## config.mk

```make
export PLATFORM = sky130hd
export DESIGN_NAME = wtf8_to_utf16_decoder_unit
export DESIGN_NICKNAME = d
export VERILOG_FILES = /design/src/rtl/core/w8u16_pkg.sv /design/src/rtl/core/wtf8_to_utf16_decoder_unit.sv /design/src/rtl/core/w8u16_front.sv /design/src/rtl/core/w8u16_queue.sv /design/src/rtl/core/w8u16_back.sv
export SDC_FILE = /design/constraint.sdc
export NUM_CORES = 1
export LEC_CHECK = 0
export BUFFER_PORTS_ARGS = -buffer_cell sky130_fd_sc_hd__buf_2
export CAP_MARGIN = 20
export CORE_AREA = 5 5 149 151
export CTS_CLUSTER_DIAMETER = 100
export DETAILED_ROUTE_END_ITERATION = 8
export DIE_AREA = 0 0 154 156
export GPL_ROUTABILITY_DRIVEN = 0
export PLACE_DENSITY = 0.89
export SLEW_MARGIN = 15
export SYNTH_ARGS = -nofsm -noshare
export SYNTH_HDL_FRONTEND = slang
export SYNTH_HIERARCHICAL = 1
export SYNTH_SLANG_ARGS = --single-unit
```

## constraint.sdc

```tcl
create_clock -name aclk -period 8 [get_ports aclk]
set_clock_uncertainty 0.2 [all_clocks]
set_input_delay 1.6 -clock aclk [delete_from_list [all_inputs] [get_ports aclk]]
set_output_delay 1.6 -clock aclk [all_outputs]
set_load 0.02 [all_outputs]
```

## src/rtl/core/w8u16_pkg.sv

```systemverilog
// ----------------------------------------------------------------------------
// w8u16_pkg
// Shared types and constants for the WTF-8 to UTF-16 decoder.
// ----------------------------------------------------------------------------
package w8u16_pkg;

    localparam int QUEUE_DEPTH_DEF = 4;

    localparam logic [20:0] MAX_CODE_POINT = 21'h10FFFF;
    localparam logic [20:0] SUPP_BASE      = 21'h010000;
    localparam logic [15:0] HIGH_SURR_BASE = 16'hD800;
    localparam logic [15:0] LOW_SURR_BASE  = 16'hDC00;

    // byte classes
    localparam logic [1:0] CONT_TAG = 2'b10;
    localparam logic [2:0] LEAD2_TAG = 3'b110;
    localparam logic [3:0] LEAD3_TAG = 4'b1110;
    localparam logic [4:0] LEAD4_TAG = 5'b11110;
    localparam logic [4:0] SURR_TAG  = 5'b11011;

    // first continuation check
    localparam logic [1:0] OL_NONE = 2'd0;
    localparam logic [1:0] OL_BIT5 = 2'd1;
    localparam logic [1:0] OL_BITS45 = 2'd2;

    // up to three code units caused by one input byte
    typedef struct packed {
        logic [1:0]  count;
        logic [15:0] unit0;
        logic [15:0] unit1;
        logic [15:0] unit2;
        logic        last;
        logic        bad;
    } bundle_t;

    typedef struct packed {
        logic full;
        logic valid;
    } queue_status_t;

endpackage

```

## src/rtl/core/wtf8_to_utf16_decoder_unit.sv

```systemverilog
// ----------------------------------------------------------------------------
// wtf8_to_utf16_decoder_unit
// WTF-8 byte stream in, UTF-16 code units out.
// ----------------------------------------------------------------------------
// One byte is taken per cycle as long as the bundle queue has room. Each
// byte makes zero to three code units; the output side sends one unit per
// cycle while m_tready is high, so a run of bytes that each expand to
// several units is limited by the output port and is absorbed by the
// QUEUE_DEPTH-entry queue. With an idle queue a byte's bundle is written
// into the queue and then loaded into the back part's register before its
// first unit is driven on the m_ side.
// An invalid string gives one unit with tuser set, tlast set and data zero;
// later bytes up to the string's tlast give nothing.
module wtf8_to_utf16_decoder_unit #(
    parameter int QUEUE_DEPTH = w8u16_pkg::QUEUE_DEPTH_DEF
) (
    input  logic        aclk,
    input  logic        aresetn,
    input  logic        s_tvalid,
    output logic        s_tready,
    input  logic [7:0]  s_tdata,   // in_byte
    input  logic        s_tlast,
    output logic        m_tvalid,
    input  logic        m_tready,
    output logic [15:0] m_tdata,   // code_unit
    output logic        m_tlast,
    output logic        m_tuser    // bad_input
);
    import w8u16_pkg::*;

    queue_status_t q_status;
    bundle_t       push_data;
    bundle_t       pop_data;
    logic          push;
    logic          pop;

    w8u16_front u_front (
        .aclk          (aclk),
        .aresetn       (aresetn),
        .in_valid      (s_tvalid),
        .in_ready      (s_tready),
        .in_byte       (s_tdata),
        .end_of_string (s_tlast),
        .q_status      (q_status),
        .push          (push),
        .push_data     (push_data)
    );

    w8u16_queue #(
        .DEPTH (QUEUE_DEPTH)
    ) u_queue (
        .aclk      (aclk),
        .aresetn   (aresetn),
        .push      (push),
        .push_data (push_data),
        .pop       (pop),
        .pop_data  (pop_data),
        .status    (q_status)
    );

    w8u16_back u_back (
        .aclk      (aclk),
        .aresetn   (aresetn),
        .q_status  (q_status),
        .q_data    (pop_data),
        .pop       (pop),
        .out_valid (m_tvalid),
        .out_ready (m_tready),
        .code_unit (m_tdata),
        .last_unit (m_tlast),
        .bad_input (m_tuser)
    );

endmodule

```

## src/rtl/core/w8u16_front.sv

```systemverilog
// ----------------------------------------------------------------------------
// w8u16_front
// Accepts bytes, tracks the decode state and packs each byte's code units
// into one bundle for the queue.
// ----------------------------------------------------------------------------
module w8u16_front (
    input  logic                    aclk,
    input  logic                    aresetn,
    input  logic                    in_valid,
    output logic                    in_ready,
    input  logic [7:0]              in_byte,
    input  logic                    end_of_string,
    input  w8u16_pkg::queue_status_t q_status,
    output logic                    push,
    output w8u16_pkg::bundle_t      push_data
);
    import w8u16_pkg::*;

    logic [1:0]  remain_reg, remain_next;
    logic [20:0] accum_reg, accum_next;
    logic [1:0]  ol_reg, ol_next;
    logic [9:0]  held_bits_reg, held_bits_next;
    logic        held_reg, held_next;
    logic        discard_reg, discard_next;

    logic        take;
    logic        fail;
    logic        complete;
    logic [20:0] cp;
    logic [20:0] cont_accum;
    logic [1:0]  cont_remain;
    logic [5:0]  ol_mask;
    logic [20:0] supp;
    logic        is_big;
    logic        is_surr;
    logic [15:0] body0, body1;
    logic [1:0]  body_count;
    bundle_t     bundle;

    assign in_ready = !q_status.full;
    assign take     = in_valid && in_ready;

    assign cont_accum  = {accum_reg[14:0], in_byte[5:0]};
    assign cont_remain = remain_reg - 2'd1;
    assign supp        = cp - SUPP_BASE;
    assign is_big      = cp > {5'd0, 16'hFFFF};
    assign is_surr     = !is_big && (cp[15:11] == SURR_TAG);

    always_comb begin
        case (ol_reg)
            OL_NONE: ol_mask = 6'h00;
            OL_BIT5: ol_mask = 6'h20;
            default: ol_mask = 6'h30;
        endcase
    end

    always_comb begin
        remain_next    = remain_reg;
        accum_next     = accum_reg;
        ol_next        = ol_reg;
        held_bits_next = held_bits_reg;
        held_next      = held_reg;
        discard_next   = discard_reg;
        fail           = 1'b0;
        complete       = 1'b0;
        cp             = {13'd0, in_byte};
        body0          = 16'd0;
        body1          = 16'd0;
        body_count     = 2'd0;
        bundle         = '0;
        push           = 1'b0;

        if (take) begin
            if (discard_reg) begin
                if (end_of_string) begin
                    discard_next = 1'b0;
                end
            end else if (!in_byte[7]) begin
                if (remain_reg != 2'd0) begin
                    fail = 1'b1;
                end else begin
                    complete = 1'b1;
                end
            end else if (in_byte[7:6] == CONT_TAG) begin
                if (remain_reg == 2'd0 || (in_byte[5:0] & ol_mask) == 6'h00 && ol_mask != 6'h00)
                begin
                    fail = 1'b1;
                end else if (cont_remain != 2'd0) begin
                    if (end_of_string) begin
                        fail = 1'b1;
                    end else begin
                        accum_next  = cont_accum;
                        remain_next = cont_remain;
                        ol_next     = OL_NONE;
                    end
                end else if (cont_accum > MAX_CODE_POINT) begin
                    fail = 1'b1;
                end else begin
                    complete = 1'b1;
                    cp       = cont_accum;
                end
            end else begin
                if (remain_reg != 2'd0 || end_of_string) begin
                    fail = 1'b1;
                end else if (in_byte[7:5] == LEAD2_TAG) begin
                    if (in_byte[4:1] == 4'd0) begin
                        fail = 1'b1;
                    end else begin
                        remain_next = 2'd1;
                        accum_next  = {16'd0, in_byte[4:0]};
                        ol_next     = OL_NONE;
                    end
                end else if (in_byte[7:4] == LEAD3_TAG) begin
                    remain_next = 2'd2;
                    accum_next  = {17'd0, in_byte[3:0]};
                    ol_next     = (in_byte[3:0] == 4'd0) ? OL_BIT5 : OL_NONE;
                end else if (in_byte[7:3] == LEAD4_TAG && in_byte[2:0] <= 3'd4) begin
                    remain_next = 2'd3;
                    accum_next  = {18'd0, in_byte[2:0]};
                    ol_next     = (in_byte[2:0] == 3'd0) ? OL_BITS45 : OL_NONE;
                end else begin
                    fail = 1'b1;
                end
            end

            if (complete) begin
                if (is_big) begin
                    body0      = HIGH_SURR_BASE | {6'd0, supp[19:10]};
                    body1      = LOW_SURR_BASE | {6'd0, supp[9:0]};
                    body_count = 2'd2;
                end else begin
                    body0      = cp[15:0];
                    body_count = (is_surr && !cp[10] && !end_of_string) ? 2'd0 : 2'd1;
                end
                if (is_surr && cp[10] && held_reg) begin
                    fail = 1'b1;
                end
            end

            if (fail) begin
                remain_next    = 2'd0;
                accum_next     = 21'd0;
                ol_next        = OL_NONE;
                held_bits_next = 10'd0;
                held_next      = 1'b0;
                discard_next   = !end_of_string;
                bundle.count   = 2'd1;
                bundle.last    = 1'b1;
                bundle.bad     = 1'b1;
                push           = 1'b1;
            end else if (complete) begin
                remain_next = 2'd0;
                accum_next  = 21'd0;
                ol_next     = OL_NONE;
                if (is_surr && !cp[10] && !end_of_string) begin
                    held_next      = 1'b1;
                    held_bits_next = cp[9:0];
                end else begin
                    held_next      = 1'b0;
                    held_bits_next = 10'd0;
                end
                if (held_reg) begin
                    bundle.unit0 = HIGH_SURR_BASE | {6'd0, held_bits_reg};
                    bundle.unit1 = body0;
                    bundle.unit2 = body1;
                    bundle.count = body_count + 2'd1;
                end else begin
                    bundle.unit0 = body0;
                    bundle.unit1 = body1;
                    bundle.count = body_count;
                end
                bundle.last = end_of_string;
                push        = bundle.count != 2'd0;
            end
        end
    end

    assign push_data = bundle;

    always_ff @(posedge aclk) begin
        if (!aresetn) begin
            remain_reg    <= 2'd0;
            accum_reg     <= 21'd0;
            ol_reg        <= OL_NONE;
            held_bits_reg <= 10'd0;
            held_reg      <= 1'b0;
            discard_reg   <= 1'b0;
        end else begin
            remain_reg    <= remain_next;
            accum_reg     <= accum_next;
            ol_reg        <= ol_next;
            held_bits_reg <= held_bits_next;
            held_reg      <= held_next;
            discard_reg   <= discard_next;
        end
    end

    assert property (@(posedge aclk) disable iff (!aresetn)
        discard_reg |-> (remain_reg == 2'd0 && !held_reg))
        else $error("decode state left while discarding");

endmodule

```

## src/rtl/core/w8u16_queue.sv

```systemverilog
// ----------------------------------------------------------------------------
// w8u16_queue
// Short bundle queue between the front and back parts.
// ----------------------------------------------------------------------------
module w8u16_queue #(
    parameter int DEPTH = w8u16_pkg::QUEUE_DEPTH_DEF
) (
    input  logic                     aclk,
    input  logic                     aresetn,
    input  logic                     push,
    input  w8u16_pkg::bundle_t       push_data,
    input  logic                     pop,
    output w8u16_pkg::bundle_t       pop_data,
    output w8u16_pkg::queue_status_t status
);
    import w8u16_pkg::*;

    localparam int PW = (DEPTH > 1) ? $clog2(DEPTH) : 1;
    localparam int CW = $clog2(DEPTH + 1);

    bundle_t         slots_reg [DEPTH];
    logic [PW-1:0]   wr_ptr_reg, wr_ptr_next;
    logic [PW-1:0]   rd_ptr_reg, rd_ptr_next;
    logic [CW-1:0]   count_reg, count_next;
    logic            do_push, do_pop;

    assign status.full  = count_reg == CW'(DEPTH);
    assign status.valid = count_reg != '0;
    assign pop_data     = slots_reg[rd_ptr_reg];
    assign do_push      = push && !status.full;
    assign do_pop       = pop && status.valid;

    always_comb begin
        wr_ptr_next = wr_ptr_reg;
        rd_ptr_next = rd_ptr_reg;
        count_next  = count_reg;
        if (do_push) begin
            wr_ptr_next = (wr_ptr_reg == PW'(DEPTH - 1)) ? '0 : wr_ptr_reg + PW'(1);
        end
        if (do_pop) begin
            rd_ptr_next = (rd_ptr_reg == PW'(DEPTH - 1)) ? '0 : rd_ptr_reg + PW'(1);
        end
        if (do_push && !do_pop) begin
            count_next = count_reg + CW'(1);
        end else if (do_pop && !do_push) begin
            count_next = count_reg - CW'(1);
        end
    end

    always_ff @(posedge aclk) begin
        if (do_push) begin
            slots_reg[wr_ptr_reg] <= push_data;
        end
    end

    always_ff @(posedge aclk) begin
        if (!aresetn) begin
            wr_ptr_reg <= '0;
            rd_ptr_reg <= '0;
            count_reg  <= '0;
        end else begin
            wr_ptr_reg <= wr_ptr_next;
            rd_ptr_reg <= rd_ptr_next;
            count_reg  <= count_next;
        end
    end

    assert property (@(posedge aclk) disable iff (!aresetn)
        push |-> !status.full)
        else $error("request pushed into full queue");

    assert property (@(posedge aclk) disable iff (!aresetn)
        count_reg <= CW'(DEPTH))
        else $error("queue count overflow");

endmodule

```

## src/rtl/core/w8u16_back.sv

```systemverilog
// ----------------------------------------------------------------------------
// w8u16_back
// Unpacks queued bundles and sends their code units one per cycle while out_ready is high.
// ----------------------------------------------------------------------------
module w8u16_back (
    input  logic                     aclk,
    input  logic                     aresetn,
    input  w8u16_pkg::queue_status_t q_status,
    input  w8u16_pkg::bundle_t       q_data,
    output logic                     pop,
    output logic                     out_valid,
    input  logic                     out_ready,
    output logic [15:0]              code_unit,
    output logic                     last_unit,
    output logic                     bad_input
);
    import w8u16_pkg::*;

    bundle_t    cur_reg, cur_next;
    logic [1:0] idx_reg, idx_next;
    logic       busy_reg, busy_next;
    logic       fire, final_unit, load;

    assign out_valid  = busy_reg;
    assign fire       = busy_reg && out_ready;
    assign final_unit = idx_reg == (cur_reg.count - 2'd1);
    assign load       = !busy_reg || (fire && final_unit);
    assign pop        = load && q_status.valid;

    always_comb begin
        case (idx_reg)
            2'd0:    code_unit = cur_reg.unit0;
            2'd1:    code_unit = cur_reg.unit1;
            default: code_unit = cur_reg.unit2;
        endcase
    end

    assign last_unit = cur_reg.last && final_unit;
    assign bad_input = cur_reg.bad;

    always_comb begin
        cur_next  = cur_reg;
        idx_next  = idx_reg;
        busy_next = busy_reg;
        if (load) begin
            busy_next = q_status.valid;
            cur_next  = q_data;
            idx_next  = 2'd0;
        end else if (fire) begin
            idx_next = idx_reg + 2'd1;
        end
    end

    always_ff @(posedge aclk) begin
        cur_reg <= cur_next;
    end

    always_ff @(posedge aclk) begin
        if (!aresetn) begin
            idx_reg  <= 2'd0;
            busy_reg <= 1'b0;
        end else begin
            idx_reg  <= idx_next;
            busy_reg <= busy_next;
        end
    end

    assert property (@(posedge aclk) disable iff (!aresetn)
        busy_reg |-> (cur_reg.count != 2'd0 && idx_reg < cur_reg.count))
        else $error("unit index outside bundle");

    assert property (@(posedge aclk) disable iff (!aresetn)
        (busy_reg && cur_reg.bad) |-> (cur_reg.count == 2'd1 && last_unit && code_unit == 16'd0))
        else $error("malformed error request");

endmodule
```

==> summary by stage, run 1 <==
Outcome
The flow ran to the end, and the final reports show no timing, DRC or antenna violations.

Timing
The number of hold-slack violations in the final timing report was 0. The clock period minus worst slack is approximately 5.9 ns. The final max-slew violation count came to 0. The actual transition at the worst max-transition pin is 1.07 ns. The worst path uses approximately three quarters of the clock period. Setup repair after global routing left no endpoint under its margin. The headroom to the max-slew limit is 29.0%. The number of setup violations in the final report is 0.

Setup total negative slack on the finished layout was measured at 0 ns. Based on the critical path, the design can be clocked at up to ~170 MHz.

Clocking
The worst-case clock buffer depth is 3. The count of cells resized by post-cts repair is 0. In this run the clock root is driven by a sky130_fd_sc_hd__clkbuf_16. The clock insertion delay at the later pin of the skew report is ~0.53 ns. Buffers added to address setup during post-CTS repair amount to 0. The number of buffers created by CTS is 28. The number of buffers inserted for hold repair after clock tree synthesis is 0. The number of sinks handled by clock tree synthesis is 303. CTS built an H-tree with a depth of 1. Clock-pin slew was measured on the worst setup and hold paths at approximately 0.060 ns. The CTS tree is done.

Worst setup path
The slack of the worst reg-to-reg path is 2.52 ns. Traced cell by cell, the critical path runs through buf_2 -> or3b_1 -> or4_4 -> nor4_4 -> mux2_4 -> o21a_1 -> o22ai_1 -> nor2b_1 -> and2_2 -> buf_4. The startpoint of the most critical register-to-register path is u_queue/count_reg[2]. Data on the critical path arrives at its endpoint at 5.96 ns. On the worst path, the slowest cell contributes a delay of between 0.8 and 0.9 ns.

The largest fanout on the critical path is 37. The worst register-to-register path ends at u_queue/slots_reg[1][29]. On the critical path, the stage with the largest delay is an instance of sky130_fd_sc_hd__and2_2.

Broken down by cell family, the worst path's largest delay share belongs to simple AND/OR/NAND/NOR gates. The startpoint kind of the worst setup timing path is an input pin. The length in cells of the worst reg-to-reg path is 12. The critical path data required time is 8.01 ns. The timing startpoint of the critical path is s_tvalid. The type of the setup path with the least slack is input pin to flop.

The worst setup path is captured at a flop. The combined buffer and inverter count along the critical path is 2.

Final layout
Once layout is done, the placed cells without fillers occupy ~14000 sq um. The final layout contains approximately 870 nets. The filler cells instantiated in the layout total between 1000 and 1500. The post-route netlist has 18.7% of its cells at a drive strength greater than 1. The flip-flop count of the largest register after layout is ~210. The number of inserted diodes is 0. The area added between synthesis and finish is 8.89%.

Drt
The remaining antenna violation count is 0. The DRC violation count after routing is 0. In the final routed layout, each cell accounts on average for 23.6 um. The total via count in the routed design is between 7000 and 8000. The number of iterations in the first detailed-routing pass is 5. The number of vias per cell is about 6.5. The first routing iteration left around 1100 violations.

The total wirelength of the detailed-routed design is between 20 and 30 mm.

Synth
The dominant combinational cell family by area after synthesis is multiplexers. The synthesized design contains 260 enable-type register cells. The summed instance area of the synthesized netlist is between 10000 and 15000 sq um. The fraction of the mapped netlist area in compound gates is under 10%.

The most common flop cell mapped by yosys is sky130_fd_sc_hd__edfxtp_1. The mean instance size in the synthesized netlist is 15.4 sq um. The number of synthesis warnings is 6. The area fraction in and, or, nand and nor cells after synthesis is 9.06%. After synthesis, the cell types taking the most area are sky130_fd_sc_hd__edfxtp_1, sky130_fd_sc_hd__mux4_2, sky130_fd_sc_hd__dfxtp_1, sky130_fd_sc_hd__nand2_1, sky130_fd_sc_hd__nand3_1.

The post-synthesis cell count is about 830. The synthesized netlist contains 65 unique library cells. The net count of the mapped netlist is 857. The share of synthesized cell area in full adder, half adder and majority cells is under 10%.

Counting flops and latches in the post-synthesis netlist gives around 300. After synthesis, flip-flops and latches occupy between 60% and 70% of the total area. The share of flip-flops with an asynchronous set or reset is 0%.

The most area-hungry cell type in the Yosys netlist is sky130_fd_sc_hd__edfxtp_1. In this run the biggest area consumer among cell types represents between 60% and 70% of the synthesized area. The synthesized netlist devotes less than 1% of its cell area to XOR and XNOR gates. The multiplexer share of the synthesized area is 10.6%.

Global routing
Entering global routing, the biggest net connects 53 pins. The global-route wire length before repair is ~42 mm. The via count of the first global-routing pass is between 7000 and 8000. The initial antenna violation count is 1.

The total overflow left after global routing is 0. Across every metal layer, demand over resource in global routing totals 22.8%.

Pwr
The internal portion of the total power is ~0.0032 W. Across the VDD grid, the largest voltage drop is approximately 0.20 mV. Summed over all nets, the switching power comes to ~0.0012 W. The relative contribution of sequential cells to total power is roughly half. In this run the static leakage power is approximately 4.7 nW.

The net switching fraction of the power is between 20 and 30%. Power spread over the standard cell area amounts to about 320 nW/um^2. The combinational cell fraction of total power is about 22%.

The clock network is responsible for between 20 and 30% of the overall power.

Worst hold path
The depth of the worst hold-timing path is 2. The worst hold path terminates at u_front/ol_reg[0]. The startpoint of the worst hold path is u_front/ol_reg[0].

The class of the worst hold path is flop to flop.

Die
The die covers 24000 sq um. In this run the core area contains 53 standard-cell rows. The die is about 150 um wide. The floorplan die height is between 150 and 200 um. Pin placement for this block handled 33 I/O pins. The initial utilization of the core area, before any placement, comes to roughly three fifths. After floorplanning, the core was sized to cover ~21000 sq um.

Placement
The post-detailed-placement cell area is between 10000 and 15000 sq um. The count of buffers added on input and output ports is 32. The placed wire-length estimate is roughly 16 mm.

Run
Across the run, the number of max-cap violations was 0.
cells by family after synthesis:
kind of cell               Yosys count
buffers and inverters               81
AOI/OAI and AO/OA                  129
xor gates and xnor gates             6
other                                1
and+or+nand+nor                    230
adders and majority gates           13
DFF                                303
muxes                               68
layout by cell type (no fill, tap or decap), types with 20 or more instances in the layout:
master and instances:
sky130_fd_sc_hd__buf_2 32, sky130_fd_sc_hd__nand3_1 34, sky130_fd_sc_hd__dfxtp_1 41, sky130_fd_sc_hd__a21boi_0 20
sky130_fd_sc_hd__mux4_2 50, sky130_fd_sc_hd__a21oi_1 23, sky130_fd_sc_hd__nand2_1 81, sky130_fd_sc_hd__nor2_1 30
sky130_fd_sc_hd__edfxtp_1 260, sky130_fd_sc_hd__clkbuf_16 29
cells in the mapped netlist (12+ instances only):
cell,count
sky130_fd_sc_hd__a21boi_0,20
sky130_fd_sc_hd__a21oi_1,23
sky130_fd_sc_hd__a22oi_1,16
sky130_fd_sc_hd__and3_1,12
sky130_fd_sc_hd__buf_2,15
sky130_fd_sc_hd__clkbuf_1,29
sky130_fd_sc_hd__dfxtp_1,43
sky130_fd_sc_hd__edfxtp_1,260
sky130_fd_sc_hd__ha_1,12
sky130_fd_sc_hd__inv_1,19
sky130_fd_sc_hd__mux2i_1,13
sky130_fd_sc_hd__mux4_2,50
sky130_fd_sc_hd__nand2_1,81
sky130_fd_sc_hd__nand3_1,34
sky130_fd_sc_hd__nand4_1,12
sky130_fd_sc_hd__nor2_1,30
sky130_fd_sc_hd__o21ai_0,16
worst max path at each step:
stage                                     to  slack [ns]  cells past startpoint
floorplan            u_queue/slots_reg[0][0]        1.91                     15
global placement    u_queue/slots_reg[1][15]        1.56                     10
detailed placement  u_queue/slots_reg[1][13]        1.52                     10
CTS                 u_queue/slots_reg[1][23]        2.08                     10
global route        u_queue/slots_reg[1][23]        1.75                     12
finish              u_queue/slots_reg[1][29]        2.05                     10
power groups by stage:
| stage | Sequential (W) | Combinational [W] | Clock, W |
|---|---|---|---|
| floorplan | 0.00219 | 0.000778 | 0 |
| global placement | 0.00227 | 0.000871 | 0 |
| detailed placement | 0.00229 | 0.000904 | 0 |
| CTS | 0.00227 | 0.000913 | 0.00129 |
| global route | 0.00226 | 0.00105 | 0.00137 |
| finish | 0.00223 | 0.000963 | 0.00128 |
routing by layer:
layer,share of wire [%],global-route usage (%),vias up
met4,2.6,5.97,2
met1,40,32.3,3695
met2,49,37.7,418
met5,0.026,0,-
li1,-,-,3246
met3,9.0,3.44,60
cell type report:
| cell class | instances | area (sq um) | share of cell area, % |
|---|---|---|---|
| sequential | 303 | 8670 | 62.2 |
| multi-input combinational | 447 | 3680 | 26.4 |
| clock buffer | 39 | 773 | 5.54 |
| tap | 275 | 344 | 2.47 |
| timing repair buffer | 48 | 300 | 2.15 |
| clock inverter | 12 | 110 | 0.789 |
| inverter | 19 | 71.3 | 0.511 |
through the flow:
stage	utilization, %	power (W)	setup WS, ns	hold WS (ns)	instances
after floorplan	-	0.00297	1.91	0.225	831
after detailed placement	63.0	0.00319	1.52	0.261	1091
final	67.4	0.00446	2.05	0.274	1143
after global placement	63.0	0.00314	1.56	0.235	1091
after global routing	67.4	0.00467	1.75	0.299	1143
after CTS	67.3	0.00448	2.08	0.274	1142
worst min-delay path, delay by kind of cell, from the launching register on:
| kind | cells | cell delay (ns) |
|---|---|---|
| flops | 1 | 0.31 |
| simple gates | 1 | 0.05 |
| compound gates | 1 | 0.06 |
Note: power is estimated with default switching activity, not from simulation.
==> run 2, diff against run 1 <==
clock period = 6.01 ns   (was 8 ns; I/O delays follow)
==> run 2 against run 1 <==
  * Utilization rose by 0.67 points
  * Combinational power rose by 37%
  * Register-to-register slack got worse by 1.3 ns
  * Non-clock buffer count rose by 4
  * Hold slack got worse by 0.0088 ns
  * Highest routed layer is now met4
==> summary by stage, run 2 (synthesized netlist as in run 1, its figures left out) <==
Outcome
The run finished with clean final reports.

Timing
The post-route fraction of the period consumed by the critical path is 80.7%. The final max-slew violation count is 0 (unchanged). The fmax is 206 MHz. Setup repair after global routing left no endpoint under its margin.

The worst setup slack after layout was 1.16 ns (-0.893 ns). The actual transition at the worst max-transition pin came to 1.07 ns (+0.00230 ns). The final sum of negative setup slack is 0 ns (unchanged).

The headroom to the max-slew limit is 28.8% (-0.15 points). The clock period minus worst slack is about 4.9 ns. The number of hold-slack violations in the final timing report is 0 (unchanged). The number of setup violations in the final report is 0 (unchanged).

Pwr
The power spent charging and discharging nets was 0.00165 W (+34%). The relative contribution of the clock network to total power was 29.6% (+1.0 points). The internal power contribution is 0.00439 W (+36%). The largest vdd supply drop is 0.214 mV (+7.5%). The relative contribution of sequential cells to total power was 48.5% (-1.4 points).

The cell leakage power is 4.82 nW (+1.6%). The combinational cell fraction of total power is 21.9% (+0.3 points). The total power density per cell area is 429 nW/um^2 (+34%). The net switching fraction of the power was 27.3% (-0.40 points).

Worst hold path
The class of the worst hold path is flop to flop.

Final layout
The layout net count is 877 (+0.46%). The final design instance area without fill came to 14100 sq um (+0.99%). The number of inserted diodes is 0 (unchanged). The fraction of final layout cells sized beyond drive strength 1 is 19.7% (+1.0 points). Relative to the synthesized area, the layout overhead comes to 9.96%. The most common cell after layout, fill and taps aside is sky130_fd_sc_hd__edfxtp_1. In the layout the commonest cells are sky130_fd_sc_hd__edfxtp_1, sky130_fd_sc_hd__nand2_1, sky130_fd_sc_hd__mux4_2, sky130_fd_sc_hd__dfxtp_1, sky130_fd_sc_hd__nand3_1.

The flip-flop count of the largest register after layout is 208 (unchanged).

Die
The standard-cell row count is 53 (unchanged). The boundary pin count is 33 (unchanged). The floorplan die height is 156 um (unchanged). The total die area is 24000 sq um (unchanged). The die extent in x is 154 um (unchanged). The placeable core region is 20700 sq um (unchanged). The initial core utilization came to 61.9% (unchanged).

Drt
The number of vias per cell is 6.39 (-1.6%). The DRC violation count after routing is 0 (unchanged). The remaining antenna violation count is 0 (unchanged). The number of iterations in the first detailed-routing pass was 5 (unchanged). The total wirelength of the detailed-routed design came to 26.8 mm (-0.65%). The violation count after the first detailed-routing iteration is 968 (-11%). The wire length per cell after detailed routing is 23.4 um (-1.1%).

The total via count in the routed design is 7336 (-1.1%).

Placement
The count of buffers from port buffering is 32 (unchanged). The post-detailed-placement cell area came to 13100 sq um (+0.46%). The placed wire-length estimate is 15.7 mm (-3.4%). The minimum setup slack after placement was 0.647 ns (-0.875 ns).

Worst setup path
The kind of cell with the highest combined delay along the critical path is simple AND/OR/NAND/NOR gates. The data arrival time at the worst-slack endpoint came to 5.10 ns (-0.86 ns). The largest fanout on the critical path is 10 (-73%). The startpoint kind of the worst setup timing path is an input pin. The type of the setup path with the least slack is input pin to flop.

The worst setup path is captured at a flop. The stage delay of the slowest cell on the critical path came to 0.43 ns (-0.39 ns). The most prevalent standard cell on the critical path is sky130_fd_sc_hd__ha_1.

The cell with the largest stage delay on the worst path is sky130_fd_sc_hd__fa_1. Traced cell by cell, the critical path runs through buf_2 -> and2_1 -> o31ai_1 -> nor2_1 -> nand3_1 -> ha_1 -> o21ai_0 -> mux2_4 -> o21a_1 -> o22ai_1 -> nor2b_1 -> ha_1 -> inv_1 -> fa_1 -> xor2_1 -> or3_1 -> a21boi_0. The critical path data required time was 6.26 ns (-1.75 ns). The combined buffer and inverter count along the critical path is 2 (unchanged).

Global routing
The via count of the first global-routing pass is 7251 (+0.93%). The initial antenna violation count is 0 (-1). The global-route wire length before repair is 42.0 mm (-0.64%). The pin count of the biggest net entering global routing was 53 (unchanged). The aggregate global-route resource usage is 22.6% (-0.15 points). The total congestion overflow after global routing is 0 (unchanged).

Clocking
The number of H-tree levels is 1 (unchanged). The clock slew at the register clock pins of the worst setup and hold paths is 0.06 ns (about the same). The number of sinks handled by clock tree synthesis is 303 (unchanged). The number of buffers created by CTS is 28 (unchanged). The clock insertion delay at the later pin of the skew report is 0.52 ns (about the same).

The CTS tree is done. The count of buffers added by post-CTS timing repair for setup is 0 (unchanged). The count of cells resized by post-cts repair is 0 (unchanged). In this run the clock root is driven by a sky130_fd_sc_hd__clkbuf_16. The worst-case clock buffer depth was 3 (unchanged).

The number of buffers inserted for hold repair after clock tree synthesis was 0 (unchanged).

Run
The number of max-cap violations is 0 (unchanged).
run 2: cell types whose count changed in the layout (fill, tap and decap cells not counted), sizes merged:
cell / change
buf: +4
bufinv: +1
clkbuf: -1
clkinv: +1
run 2: path summary, 6_finish.rpt:
check | from | slack (ns) | depth (start not counted) | end
hold / removal | u_front/held_bits_reg[8] | 0.27 | 2 | u_front/held_bits_reg[8]
setup / recovery | s_tdata[4] | 1.16 | 17 | u_queue/count_reg[2]
hold reg to reg | u_front/held_bits_reg[8] | 0.27 | 2 | u_front/held_bits_reg[8]
setup reg to reg | u_front/accum_reg[11] | 1.23 | 16 | u_queue/count_reg[2]
run 2: routing by layer:
layer | share of wire [%] | vias to the layer above | global-route usage, % | wire [um]
met5 | 0 | - | 0 | 0
met4 | 2.1 | 0 | 5.38 | 561
met3 | 7.9 | 48 | 3.77 | 2130
met2 | 50 | 397 | 37.9 | 13500
met1 | 40 | 3630 | 31.8 | 10600
li1 | - | 3261 | - | -
run 2: stage by stage:
step                      utilization [%]  hold WS [ns]  instances  power, W
after floorplan                         -         0.225        831   0.00395
after global placement               63.3         0.234       1094   0.00419
after detailed placement             63.3         0.248       1094   0.00427
after CTS                            67.9         0.263       1146   0.00607
after global routing                 68.1         0.288       1148   0.00633
final                                68.1         0.265       1148   0.00605
run 2: layout make-up:
cell class              instances  area (sq um)
clock buffers                  38           800
clock inverters                14           148
flip-flops and latches        303          8670
well taps                     275           344
inverters                      19          71.3
fillers                      1318          6600
repair buffers                 52           380
multi-input cells             447          3670
run 2: worst register-to-register path, delay by kind of cell, from the launching register on:
family                   cells  cell delay, ns
AND/OR/NAND/NOR              6            1.66
AO/OA/AOI/OAI                4            1.07
adder cells (fa/ha/maj)      3            0.96
flip-flops                   1            0.34
multiplexers                 1            0.21
XOR/XNOR                     1            0.17
buffers and inverters        1            0.07
run 2: power groups by stage:
stage	Sequential [W]	Combinational [W]	Clock, W
floorplan	0.00291	0.00104	0
global placement	0.00301	0.00118	0
detailed placement	0.00305	0.00122	0
CTS	0.00302	0.00124	0.00182
global route	0.00297	0.00144	0.00192
finish	0.00293	0.00132	0.00179
==> run 3, diff against run 2 <==
clock period = 5.06 ns   (was 6.01 ns; I/O delays follow)
==> run 3 against run 2 <==
  * Die area did not move
  * Clock power rose by 17%
  * First-iteration DRC count fell by 2.2%
  * Critical path type is now flop to flop
==> summary by stage, run 3 (synthesized netlist as in run 1, its figures left out) <==
Clocking
The number of buffers created by CTS was 28 (unchanged). The count of cells resized by post-cts repair is 0 (unchanged). The number of sinks handled by clock tree synthesis is 303 (unchanged). The number of buffers inserted for hold repair after clock tree synthesis is 0 (unchanged). The clock insertion delay at the later pin of the skew report came to 0.54 ns (+0.02 ns). TritonCTS built the clock tree.

CTS placed an instance of sky130_fd_sc_hd__clkbuf_16 at the clock tree root. The count of buffers added by post-CTS timing repair for setup came to 0 (unchanged). The number of H-tree levels is 1 (unchanged). The worst-case clock buffer depth is 3 (unchanged). The clock slew at the register clock pins of the worst setup and hold paths is 0.06 ns (about the same).

Global routing
The pin count of the biggest net entering global routing is 53 (unchanged). The total congestion overflow after global routing was 0 (unchanged). The via count of the first global-routing pass is 7470 (+3.0%).

The initial antenna violation count came to 0 (unchanged). The aggregate global-route resource usage is 22.7% (+0.10 points). The global-route wire length before repair is 42.5 mm (+1.3%).

Die
The initial core utilization is 61.9% (unchanged). The total die area is 24000 sq um (unchanged). The boundary pin count is 33 (unchanged). The die extent in x came to 154 um (unchanged). The placeable core region is 20700 sq um (unchanged). The standard-cell row count is 53 (unchanged). The floorplan die height is 156 um (unchanged).

Drt
The number of iterations in the first detailed-routing pass is 5 (unchanged). The total via count in the routed design is 7514 (+2.4%). The number of vias per cell is 6.51 (+1.9%). The DRC violation count after routing came to 0 (unchanged). The remaining antenna violation count was 0 (unchanged).

The violation count after the first detailed-routing iteration came to 947 (-2.2%). The wire length per cell after detailed routing is 23.5 um (+0.67%). The total wirelength of the detailed-routed design is 27.1 mm (+1.2%).

Worst setup path
The nature of the critical path endpoint is a flop. STA classifies the critical path startpoint as a flop. The largest fanout on the critical path was 7 (-3). The critical path data required time is 5.32 ns (-0.94 ns). The type of the setup path with the least slack is flop to flop. The data arrival time at the worst-slack endpoint is 4.85 ns (-0.25 ns).

The length in cells of the worst reg-to-reg path was 16 (unchanged).

Timing
The headroom to the max-slew limit is 33.1% (+4.2 points). Setup repair after global routing left no endpoint under its margin. The post-route fraction of the period consumed by the critical path is about nine tenths. The number of setup violations in the final report is 0 (unchanged). The actual transition at the worst max-transition pin came to 1.00 ns (-0.0672 ns). Timing would allow up to 218 MHz. The number of hold-slack violations in the final timing report is 0 (unchanged).

The final sum of negative setup slack is 0 ns (unchanged). The final max-slew violation count came to 0 (unchanged). The clock period minus worst slack is about 4.6 ns.

Placement
The count of buffers from port buffering is 32 (unchanged). The post-detailed-placement cell area is 13200 sq um (+0.59%). The placed wire-length estimate came to 17.0 mm (+8.3%).

Pwr
The largest vdd supply drop is 0.425 mV (+98%). The cell leakage power is 4.83 nW (+0.29%). The overall power is 0.00714 W (+18%). The total power density per cell area is 507 nW/um^2 (+18%).

Final layout
The fraction of final layout cells sized beyond drive strength 1 is 19.9% (+0.21 points). The final design instance area without fill is 14100 sq um (about the same). The library cells used most frequently in the layout, excluding fill and tap cells, are sky130_fd_sc_hd__edfxtp_1, sky130_fd_sc_hd__nand2_1, sky130_fd_sc_hd__mux4_2, sky130_fd_sc_hd__dfxtp_1, sky130_fd_sc_hd__nand3_1. The layout net count was 883 (+0.68%). The number of inserted diodes was 0 (unchanged). The most common cell after layout, fill and taps aside is sky130_fd_sc_hd__edfxtp_1. The flip-flop count of the largest register after layout is 208 (unchanged). The area added between synthesis and finish was 9.97% (about the same).

Outcome
The run finished with clean final reports.

Worst hold path
The min-delay analysis places its worst path in the category flop to flop. The depth of the worst hold-timing path is 2 (unchanged).

Run
The number of max-cap violations is 0 (unchanged).
==> run 3: cell types whose count changed in the layout (fill, tap and decap cells not counted), moves of 2 or more <==
cell	previous run	this run
sky130_fd_sc_hd__buf_4	15	22
sky130_fd_sc_hd__clkbuf_1	5	7
sky130_fd_sc_hd__clkbuf_8	4	1
sky130_fd_sc_hd__clkinvlp_4	2	0
sky130_fd_sc_hd__clkinv_1	2	4
sky130_fd_sc_hd__inv_6	0	2
==> run 3: worst max-delay path, stage by stage (launching register included) <==
cell and delay [ns]:
sky130_fd_sc_hd__dfxtp_1 0.35, sky130_fd_sc_hd__o41ai_1 0.68, sky130_fd_sc_hd__nand2_1 0.33, sky130_fd_sc_hd__nor2_1 0.32, sky130_fd_sc_hd__nand3_1 0.22, sky130_fd_sc_hd__ha_1 0.25, sky130_fd_sc_hd__o21ai_0 0.13, sky130_fd_sc_hd__mux2_4 0.23
sky130_fd_sc_hd__nor3_1 0.05, sky130_fd_sc_hd__o22ai_1 0.12, sky130_fd_sc_hd__nor2b_1 0.26, sky130_fd_sc_hd__ha_1 0.23, sky130_fd_sc_hd__inv_1 0.07, sky130_fd_sc_hd__fa_1 0.42, sky130_fd_sc_hd__xor2_1 0.17, sky130_fd_sc_hd__or3_1 0.31
sky130_fd_sc_hd__a21boi_0 0.17
==> run 3: through the flow <==
stage	setup WS (ns)	utilization [%]	hold WS, ns	cells
CTS	0.524	68.1	0.265	1154
floorplan	0.0621	-	0.225	831
finish	0.471	68.1	0.267	1154
global placement	0.324	63.7	0.236	1102
detailed placement	0.181	63.7	0.251	1102
global route	0.131	68.1	0.292	1154
==> run 3: area by class of cell <==
| type | instances | area, sq um |
|---|---|---|
| flip-flops and latches | 303 | 8670 |
| well taps | 275 | 344 |
| inverters | 19 | 71.3 |
| repair buffers | 58 | 405 |
| clock buffers | 37 | 766 |
| clock inverters | 15 | 153 |
| fillers | 1338 | 6600 |
| multi-input cells | 447 | 3680 |
==> run 3: final timing paths <==
kind	endpoint	slack, ns	startpoint
min reg2reg	u_front/ol_reg[0]	0.27	u_front/ol_reg[0]
max	u_queue/count_reg[2]	0.47	u_front/accum_reg[10]
min	u_front/ol_reg[0]	0.27	u_front/ol_reg[0]
max reg2reg	u_queue/count_reg[2]	0.47	u_front/accum_reg[10]
==> run 3: power breakdown <==
| part | switching [W] | total, W | internal (W) |
|---|---|---|---|
| Clock | 0.000874 | 0.00209 | 0.00122 |
| Sequential | 0.000223 | 0.00352 | 0.00329 |
| Combinational | 0.000879 | 0.00153 | 0.000652 |
==> run 3: routing by layer <==
metal | up-vias | wire, um | global-route usage [%]
li1 | 3273 | - | -
met1 | 3753 | 10600 | 31.1
met2 | 429 | 13700 | 38.6
met3 | 59 | 2220 | 3.58
met4 | 0 | 625 | 6.52
met5 | - | 0 | 0
